--- config.mk ---
export PLATFORM = sky130hd
export DESIGN_NAME = hysteresis_thermostat_backup_sensor
export DESIGN_NICKNAME = d
export VERILOG_FILES = /design/src/hts_pkg.sv /design/src/hts_cfg.sv /design/src/hts_eval.sv /design/src/hysteresis_thermostat_backup_sensor.sv
export SDC_FILE = /design/constraint.sdc
export NUM_CORES = 1
export LEC_CHECK = 0
export BUFFER_PORTS_ARGS = -buffer_cell sky130_fd_sc_hd__buf_2
export CAP_MARGIN = 5
export CORE_MARGIN = 3
export CORE_UTILIZATION = 45
export CTS_CLUSTER_DIAMETER = 60
export DETAILED_ROUTE_END_ITERATION = 10
export GPL_ROUTABILITY_DRIVEN = 0
export PLACE_DENSITY = 0.65
export SYNTH_ARGS = -nofsm -noshare
export SYNTH_HDL_FRONTEND = slang
export SYNTH_SLANG_ARGS = --single-unit
--- constraint.sdc ---
create_clock -name clk -period 6.7 [get_ports clk]
set_input_delay 0.335 -clock clk [delete_from_list [all_inputs] [get_ports clk]]
set_output_delay 0.335 -clock clk [all_outputs]
set_load 0.01 [all_outputs]
--- src/hts_pkg.sv ---
// ----------------------------------------------------------------------------
// hts_pkg: shared types and constants of the hysteresis thermostat
// Payload words, configuration struct, status and register codes.
// ----------------------------------------------------------------------------
package hts_pkg;

	localparam int TEMP_W     = 16;
	localparam int HYST_W     = 14;
	localparam int CFG_IDX_W  = 3;
	localparam int CFG_DATA_W = 14;
	localparam int SUM_W      = TEMP_W + 2;

	localparam logic signed [TEMP_W-1:0] TEMP_LOW_LIMIT  = -16'sd4000;
	localparam logic signed [TEMP_W-1:0] TEMP_HIGH_LIMIT = 16'sd12000;

	localparam logic [HYST_W-1:0] HYST_RESET = 14'd100;

	typedef enum logic [2:0] {
		ST_NORMAL     = 3'd0,
		ST_BACKUP     = 3'd1,
		ST_BACKUP_ERR = 3'd2,
		ST_SENSOR_ERR = 3'd3,
		ST_CONFIG_ERR = 3'd4
	} status_t;

	typedef enum logic [CFG_IDX_W-1:0] {
		REG_HYSTERESIS        = 3'd0,
		REG_DIRECTION_REVERSE = 3'd1,
		REG_CONTROL_ENABLED   = 3'd2,
		REG_BACKUP_ENABLED    = 3'd3,
		REG_RELAY_CONFIGURED  = 3'd4
	} cfg_idx_t;

	typedef struct packed {
		logic signed [TEMP_W-1:0] setpoint;
		logic signed [TEMP_W-1:0] main_temp;
		logic signed [TEMP_W-1:0] backup_temp;
	} sample_t;

	typedef struct packed {
		logic    relay_level;
		logic    relay_written;
		status_t status;
		logic    status_written;
	} result_t;

	typedef struct packed {
		logic [HYST_W-1:0] hysteresis;
		logic              direction_reverse;
		logic              control_enabled;
		logic              backup_enabled;
		logic              relay_configured;
	} cfg_t;

	function automatic logic reading_valid(input logic signed [TEMP_W-1:0] t);
		return (t > TEMP_LOW_LIMIT) && (t < TEMP_HIGH_LIMIT) && (t != '0);
	endfunction

endpackage

--- src/hts_cfg.sv ---
// ----------------------------------------------------------------------------
// hts_cfg: configuration register file
// Takes register writes by index and presents the settings as one struct.
// ----------------------------------------------------------------------------
module hts_cfg (
	input  logic                             clk,
	input  logic                             arst_n,
	input  logic                             cfg_valid,
	output logic                             cfg_ready,
	input  logic [hts_pkg::CFG_IDX_W-1:0]    cfg_index,
	input  logic [hts_pkg::CFG_DATA_W-1:0]   cfg_data,
	output hts_pkg::cfg_t                    cfg
);

	hts_pkg::cfg_t cfg_q;

	assign cfg_ready = 1'b1;
	assign cfg       = cfg_q;

	always_ff @(posedge clk or negedge arst_n) begin
		if (!arst_n) begin
			cfg_q.hysteresis        <= hts_pkg::HYST_RESET;
			cfg_q.direction_reverse <= 1'b0;
			cfg_q.control_enabled   <= 1'b1;
			cfg_q.backup_enabled    <= 1'b0;
			cfg_q.relay_configured  <= 1'b1;
		end else if (cfg_valid && cfg_ready) begin
			unique case (cfg_index)
				hts_pkg::REG_HYSTERESIS:
					cfg_q.hysteresis <= cfg_data[hts_pkg::HYST_W-1:0];
				hts_pkg::REG_DIRECTION_REVERSE: cfg_q.direction_reverse <= cfg_data[0];
				hts_pkg::REG_CONTROL_ENABLED:   cfg_q.control_enabled   <= cfg_data[0];
				hts_pkg::REG_BACKUP_ENABLED:    cfg_q.backup_enabled    <= cfg_data[0];
				hts_pkg::REG_RELAY_CONFIGURED:  cfg_q.relay_configured  <= cfg_data[0];
				default: ;
			endcase
		end
	end

endmodule

--- src/hts_eval.sv ---
// ----------------------------------------------------------------------------
// hts_eval: per-tick thermostat decision
// Picks the sensor, sets the status code and applies the hysteresis rules.
// ----------------------------------------------------------------------------
module hts_eval (
	input  hts_pkg::sample_t sample,
	input  hts_pkg::cfg_t    cfg,
	input  logic             relay_state,
	output hts_pkg::result_t result,
	output logic             relay_next
);

	logic                                cfg_err;
	logic                                main_ok;
	logic                                back_ok;
	logic                                have_temp;
	logic                                drive;
	logic                                hi_hit;
	logic                                lo_hit;
	logic signed [hts_pkg::TEMP_W-1:0]   temp;
	logic signed [hts_pkg::SUM_W-1:0]    temp_x;
	logic signed [hts_pkg::SUM_W-1:0]    sp_x;
	logic signed [hts_pkg::SUM_W-1:0]    hyst_x;
	hts_pkg::status_t                    status;

	always_comb begin
		cfg_err = (sample.setpoint == '0) || !cfg.relay_configured;
		main_ok = hts_pkg::reading_valid(sample.main_temp);
		back_ok = hts_pkg::reading_valid(sample.backup_temp);

		priority if (cfg_err)
			status = hts_pkg::ST_CONFIG_ERR;
		else if (main_ok)
			status = hts_pkg::ST_NORMAL;
		else if (!cfg.backup_enabled)
			status = hts_pkg::ST_SENSOR_ERR;
		else if (back_ok)
			status = hts_pkg::ST_BACKUP;
		else
			status = hts_pkg::ST_BACKUP_ERR;

		have_temp = !cfg_err && (main_ok || (cfg.backup_enabled && back_ok));
		drive     = have_temp && cfg.control_enabled;
		temp      = main_ok ? sample.main_temp : sample.backup_temp;

		temp_x = hts_pkg::SUM_W'(temp);
		sp_x   = hts_pkg::SUM_W'(sample.setpoint);
		hyst_x = $signed({{(hts_pkg::SUM_W - hts_pkg::HYST_W){1'b0}}, cfg.hysteresis});
		hi_hit = temp_x >= (sp_x + hyst_x);
		lo_hit = temp_x <= (sp_x - hyst_x);

		priority if (drive && lo_hit)
			relay_next = cfg.direction_reverse;
		else if (drive && hi_hit)
			relay_next = !cfg.direction_reverse;
		else
			relay_next = relay_state;

		result.relay_level    = relay_next;
		result.relay_written  = drive && (hi_hit || lo_hit);
		result.status         = status;
		result.status_written = cfg_err || cfg.control_enabled;
	end

endmodule

--- src/hysteresis_thermostat_backup_sensor.sv ---
// ----------------------------------------------------------------------------
// hysteresis_thermostat_backup_sensor: bang-bang thermostat with backup sensor
// Two-stage datapath: sample register, decision logic, result register.
// ----------------------------------------------------------------------------
// Usage:
//   sample channel (sample_valid / sample_stall / sample) carries one word per
//   tick: setpoint, main and backup temperatures, signed hundredths.
//   result channel (result_valid / result_stall / result) returns one word per
//   tick: relay level, relay written flag, status code, status written flag.
//   cfg channel (cfg_valid / cfg_ready / cfg_index / cfg_data) writes one
//   register per handshake; cfg_ready is always high. Write only while idle.
// Path: a sample is registered in the sample register, then its result in the result register.
// Throughput: one word per cycle; the sample register and the result register
//   advance together, so a word is accepted each cycle the result side moves.
// Stall: while result_stall holds a full result register, the sample register
//   holds too and sample_stall rises once it is occupied.
// Reset: relay level off, registers at their defaults, both stages empty.
// ----------------------------------------------------------------------------
module hysteresis_thermostat_backup_sensor (
	input  logic                            clk,
	input  logic                            arst_n,
	input  logic                            sample_valid,
	output logic                            sample_stall,
	input  hts_pkg::sample_t                sample,
	output logic                            result_valid,
	input  logic                            result_stall,
	output hts_pkg::result_t                result,
	input  logic                            cfg_valid,
	output logic                            cfg_ready,
	input  logic [hts_pkg::CFG_IDX_W-1:0]   cfg_index,
	input  logic [hts_pkg::CFG_DATA_W-1:0]  cfg_data
);

	hts_pkg::cfg_t    cfg;
	hts_pkg::sample_t sample_s1;
	hts_pkg::result_t result_s2;
	hts_pkg::result_t eval_result;
	logic             valid_s1;
	logic             valid_s2;
	logic             relay_q;
	logic             relay_next;
	logic             advance_s1;
	logic             take_in;

	hts_cfg u_cfg (
		.clk       (clk),
		.arst_n    (arst_n),
		.cfg_valid (cfg_valid),
		.cfg_ready (cfg_ready),
		.cfg_index (cfg_index),
		.cfg_data  (cfg_data),
		.cfg       (cfg)
	);

	hts_eval u_eval (
		.sample      (sample_s1),
		.cfg         (cfg),
		.relay_state (relay_q),
		.result      (eval_result),
		.relay_next  (relay_next)
	);

	assign advance_s1   = valid_s1 && (!valid_s2 || !result_stall);
	assign sample_stall = valid_s1 && !advance_s1;
	assign take_in      = sample_valid && !sample_stall;
	assign result_valid = valid_s2;
	assign result       = result_s2;

	always_ff @(posedge clk or negedge arst_n) begin
		if (!arst_n) begin
			valid_s1 <= 1'b0;
			valid_s2 <= 1'b0;
			relay_q  <= 1'b0;
		end else begin
			if (take_in)
				valid_s1 <= 1'b1;
			else if (advance_s1)
				valid_s1 <= 1'b0;
			if (advance_s1) begin
				valid_s2 <= 1'b1;
				relay_q  <= relay_next;
			end else if (!result_stall) begin
				valid_s2 <= 1'b0;
			end
		end
	end

	always_ff @(posedge clk) begin
		if (take_in)
			sample_s1 <= sample;
		if (advance_s1)
			result_s2 <= eval_result;
	end

	a_level_tracks_state: assert property (@(posedge clk) disable iff (!arst_n)
		valid_s2 |-> result_s2.relay_level == relay_q)
		else $error("held result level differs from relay state");

	a_hold_unwritten: assert property (@(posedge clk) disable iff (!arst_n)
		advance_s1 && !eval_result.relay_written |=> relay_q == $past(relay_q))
		else $error("relay changed without a threshold rule");

	a_config_err: assert property (@(posedge clk) disable iff (!arst_n)
		valid_s2 && result_s2.status == hts_pkg::ST_CONFIG_ERR
		|-> result_s2.status_written && !result_s2.relay_written)
		else $error("config error word drove the relay or was not reported");

	a_stall_needs_word: assert property (@(posedge clk) disable iff (!arst_n)
		sample_stall |-> valid_s1 && valid_s2 && result_stall)
		else $error("sample stalled with room in the pipeline");

endmodule
======== Word-level counts from Yosys, hierarchy flattened ========
Cells that the tools add are included.
storage, ports and cells
  output and inout port bits .............. 9
  input port bits ......................... 70
  register bits after elaboration ......... 75
cells by class
  order comparisons ....................... 6
  add/sub/neg operators ................... 2
  reductions and logical operators ........ 36
  multiplexer cells ....................... 10
  equal/unequal tests ..................... 5
operators by type and width
  operator                                               count
  > comparator 16 x 13 -> 1 bit (second input constant)  2
  < comparator 16 x 15 -> 1 bit (second input constant)  2
  nonzero test 16 bit                                    2
  adder 16 x 15 -> 17 bit                                1
  greater-or-equal comparator 16 x 17 -> 1 bit           1
  <= comparator 16 x 17 -> 1 bit                         1
  subtractor 16 x 15 -> 17 bit                           1
  logical NOT 16 bit                                     1
  two-way mux 16 bit                                     1
  logical AND 1 bit                                      13
  AND reduction 2 bit                                    5
  logical NOT 1 bit                                      7
  equality test 3 x 2 -> 1 bit (second input constant)   2
  two-way mux 1 bit                                      6
  two-way mux 3 bit                                      2
  logical OR 1 bit                                       5
  equality test 3 x 1 -> 1 bit (second input constant)   1
  equality test 3 bit (second input constant)            1
  logical NOT 3 bit                                      1
  two-way mux 2 bit                                      1
  != test 2 x 1 -> 1 bit (second input constant)         1
  nonzero test 2 bit                                     1
  OR reduction 2 bit                                     1

======== Logic depth before layout (Yosys ltp) ========
  depth in word-level cells ............... 10
  depth in mapped cells ................... 22
  depth with buffers taken out ............ 22

======== Modules after synthesis ========
A second synthesis with hierarchy kept.
unflattened totals
  cells, all modules ...................... 450
  area, all modules ....................... 5,029.8 µm²
modules (own cells, without submodules)
  module                               seq. area each (µm²)  area each (µm²)  cells an instance  instances
  hts_eval                             0.0                   2,521.2          342                1
  hysteresis_thermostat_backup_sensor  1,696.6               1,759.2          64                 1
  hts_cfg                              456.7                 749.5            44                 1

======== Worst setup path before layout ========
No wires, ideal clock.
  path type ............................... reg2reg
  from .................................... register u_cfg.cfg_q (netlist bit u_cfg.cfg[4])
  to ...................................... register result_s2 (netlist bit result[5]), data pin
  slack ................................... 2,595 ps
  arrival time ............................ 3,843 ps
  setup time .............................. 262 ps
  cell stages (with the launch flop) ...... 21
  cell sequence ........................... dfrtp_1 ha_1 fa_1 nand2b_1 a211oi_1 o21ai_0 a21oi_1 o21ai_0 a31oi_1 a21o_1 a21oi_1 xnor2_1 ha_1 nand4_1 nor4_1 o21ai_0 a211oi_1 a21oi_1 a22oi_2 a21boi_1 mux2i_1
RTL lines
  item                  line                                       source
  start, declared       hts_cfg.sv:15                              hts_pkg::cfg_t cfg_q;
  end signal, assigned  hysteresis_thermostat_backup_sensor.sv:92  result_s2 <= eval_result;
  end, declared         hysteresis_thermostat_backup_sensor.sv:36  hts_pkg::result_t result_s2;

==> out/metrics.csv <==
stage,metric,value,unit
sta,setup TNS,0,ns
yosys,largest family of logic cells by synthesized area,simple AND/OR/NAND/NOR gates,
power,Worst VDD drop,0.233,mV
yosys,Post-synth EDFFs,54,
yosys,"Cell Area, Synth",5220,um^2
setup_path,Reg2Reg Launch Point,u_cfg.cfg[4]$_DFFE_PN0P_,
drt,vias per inst,5.60,
setup_path,worst r2r dst,result[5]$_DFFE_PP_,
drt,final wirelength,12200,um
yosys,Ys Warns,0,
global_routing,global-route wire length before repair,20100,um
sta,Final setup viols,0,
cts,root buf cell,clkbuf_16,
sta,Clock Skew,0.00514,ns
run,maxcap violations,0,
die,die area,12900,um^2
setup_path,CP startpoint,u_cfg.cfg[4]$_DFFE_PN0P_,
placed_design,dpl ws,1.98,ns
drt,Routed Antenna Nets,0,
cells_and_area,# nets final,747,
drt,Via Count,4259,
die,Row Count,38,
cts,post_cts resized,0,
cts,Clock Tree Buf Depth,2,
global_routing,met3 Track Usage GR,0.0605,
global_routing,GR Util met1,0.261,
sta,Peak Freq,209,MHz
cts,CTS Buf Count,9,
setup_path,CP startpoint kind,flop,
cts,CTS H-Tree Depth,3,
die,Die Ht,114,um
sta,final worst-path cycle share,0.715,
cts,"Hold-fix buffers, CTS",1,
yosys,compound-gate portion of the synthesized area,0.162,
setup_path,crit-path max FO,5,
setup_path,Arrival @ worst endpoint,4.97,ns
cells_and_area,total inserted antenna cells,0,
yosys,Async SR Flop Fraction,0.280,
global_routing,gr ovfl total,0,
power,Power Density,288,nW/um^2
global_routing,GRT Max-Usage Layer,met2,
sta,fin. max-slew vios,0,
drt,DR DRC count,0,
global_routing,Total Routing Usage GR,0.200,
sta,Final Hold Viols,0,
yosys,ys flop type,edfxtp_1,
yosys,Mapped Avg Cell Area,9.70,um^2
sta,headroom to the max-slew limit,0.226,
setup_path,worst r2r path cells,21,
hold_path,worst hold path endpoint,sample_s1[13]$_DFFE_PP_,
global_routing,vias in the first global route,4173,
die,core box area,11100,um^2
sta,Final min period,4.79,ns
hold_path,worst hold stages,1,
yosys,adder-cell share of the synthesized area,0.151,
status,status,finished clean,
die,I/O pin cnt,79,
yosys,Synth Area in Simple Gates,0.175,
setup_path,R2R Setup Slk,1.91,ns
sta,RSZ-0062 raised after global routing,no,
cells_and_area,layout cells sized above 1,0.185,
cells_and_area,Area growth syn-to-layout,15.7,%
sta,Worst Slack Setup Final,1.91,ns
die,Starting Density,0.471,
global_routing,met2 Use GR,0.327,
setup_path,Critical Path RT,6.89,ns
power,leakage power,2.61,nW
setup_path,CP Cell Sequence,ha_1 > fa_1 > nand2b_1 > a211oi_1 > o21ai_0 > a21oi_1 > o21ai_0 > a31oi_1 > a21o_1 > a21oi_1 > xnor2_1 > ha_1 > nand4_1 > nor4_1 > nand2_1 > nor3b_1 > mux2i_1 > o2111ai_1 > a22oi_2 > a21boi_1 > mux2i_1,
cells_and_area,number of fillers in the final layout,1015,
hold_path,Hold Crit Class,in2reg,
yosys,Mapped Nets,670,
setup_path,CP peak stage delay,0.44,ns
yosys,fraction of the yosys area taken by sequential cells,0.412,
cts,Post-CTS Setup Bufs,0,
yosys,Cell variety after synth,68,
global_routing,pin count of the biggest net entering global routing,49,
setup_path,Setup CP Type,reg2reg,
placed_design,placed wire-length estimate,9690,um
drt,DRT iter0 DRCs,289,
yosys,Synth Area in XOR/XNOR,0.0419,
drt,wire length per cell,16.1,um
yosys,Synth Register Bits,75,
setup_path,Crit. End Element,flop,
drt,First-pass DRT Iterations,5,
sta,Slew @ Worst Pin,1.16,ns
global_routing,initial antenna violation count,0,
hold_path,Hold Startpoint,sample[13],
cts,clock latency on the worst-skew pair,0.35,ns
yosys,Mapped Cells,538,
cts,CTS tree,yes,
yosys,post-synthesis mux area share,0.0165,
setup_path,Worst path slowest cell,nor4_1,
cts,Clock Pin Slew Worst Setup and Hold Paths,0.06,ns
die,die width,114,um
placed_design,Port-buffer cells,77,
cts,CTS Sinks,75,
## synth_stat cells (all sizes together), types with 4 or more instances
| master | n | area share |
|---|---|---|
| nand3b | 4 | 0.0058 |
| clkbuf | 11 | 0.0079 |
| mux2 | 5 | 0.011 |
| a211oi | 8 | 0.012 |
| o21ai | 34 | 0.033 |
| xnor2 | 21 | 0.035 |
| nor2b | 9 | 0.011 |
| a31oi | 5 | 0.0060 |
| dfrtp | 16 | 0.077 |
| nor3 | 10 | 0.0096 |
| and2 | 5 | 0.0060 |
| nor2 | 35 | 0.026 |
| nand2b | 9 | 0.011 |
| o2111ai | 4 | 0.0067 |
| dfstp | 5 | 0.025 |
| or4 | 4 | 0.0065 |
| nand2 | 74 | 0.053 |
| a21oi | 27 | 0.026 |
| nand4 | 11 | 0.013 |
| nor4 | 8 | 0.0096 |
| xor2 | 4 | 0.0067 |
| inv | 42 | 0.030 |
| a21o | 6 | 0.0086 |
| ha | 60 | 0.14 |
| o31ai | 4 | 0.0058 |
| nand3 | 11 | 0.011 |
| edfxtp | 54 | 0.31 |
## how the worst max path moves through the flow
stage	cells after the start	end	slack, ns
5_1_grt	21	result[5]$_DFFE_PP_	1.38
3_5_place_dp	20	relay_q$_DFFE_PN0P_	1.98
3_3_place_gp	19	result[5]$_DFFE_PP_	2.24
2_1_floorplan	20	result[5]$_DFFE_PP_	2.59
4_1_cts	20	relay_q$_DFFE_PN0P_	1.95
6_report	21	result[5]$_DFFE_PP_	1.91
## layout by cell type, fill, tap and decap left out, types with 5 or more instances in the layout
cell        n
a21o_1      6
a211oi_1    8
nand2b_1    9
edfxtp_1   54
nand3_1    11
inv_1      42
nor3_1     10
dfstp_2     5
buf_2      77
a31oi_1     5
nor2b_1     9
nor2_1     34
nand2_1    74
clkbuf_16   9
a21oi_1    27
nand4_1    11
o21ai_0    32
dfrtp_1    16
ha_1       60
mux2_2      5
xnor2_1    21
nor4_1      8
## critical path, delay by kind of cell, from the launching register on
kind                     cells  cell delay, ns
AO/OA/AOI/OAI               10            1.70
XOR/XNOR                     1            0.16
adder cells (fa/ha/maj)      3            0.96
flip-flops                   1            0.40
multiplexers                 2            0.27
AND/OR/NAND/NOR              5            1.13
## layout make-up
cell class                 count  area (um^2)  area share
inverter                      42          158      0.0261
clock inverter                 7         68.8      0.0114
timing repair buffer          79          403      0.0667
clock buffer                   9          225      0.0373
tap                          140          175      0.0290
sequential                    75         2150       0.356
multi-input combinational    408         2860       0.473
## registers in the layout, summed over array words and instances (netlist names)
register,cells
u_cfg.cfg,18
result,6
relay_q,1
result_valid,1
valid_s1,1
sample_s1,48
## per-stage QoR
stage / util / cells / hold slack (ns) / instance area [um^2] / power, mW
2_1_floorplan: - / 538 / 0.0394 / 5220 / 1.09
5_1_grt: 0.545 / 760 / 0.145 / 6040 / 1.87
6_report: 0.545 / 760 / 0.159 / 6040 / 1.74
3_5_place_dp: 0.518 / 743 / 0.344 / 5740 / 1.27
3_3_place_gp: 0.518 / 743 / 0.333 / 5740 / 1.24
4_1_cts: 0.545 / 760 / 0.151 / 6040 / 1.75
## layer usage
metal | wire length (um) | vias up
li1 | - | 2109
met2 | 5960 | 139
met4 | 153 | 0
met5 | 0 | -
met3 | 843 | 13
met1 | 5250 | 1998
## kinds of logic (layout without fill, tap and decap cells)
kind of cell               after synthesis  count (layout)
DFF                                     75              75
muxes                                    8               8
buffers and inverters                   55             137
xor gates and xnor gates                25              25
other                                    1               1
AOI/OAI and AO/OA                      122             122
and+or+nand+nor                        190             190
adders and majority gates               62              62
## power by group
| group | switching (mW) | internal, mW | total (mW) |
|---|---|---|---|
| logic | 0.383 | 0.285 | 0.668 |
| clock network | 0.189 | 0.286 | 0.476 |
| registers | 0.0372 | 0.560 | 0.598 |
| total | 0.610 | 1.13 | 1.74 |
No activity file was read; power rests on OpenSTA's default activity.
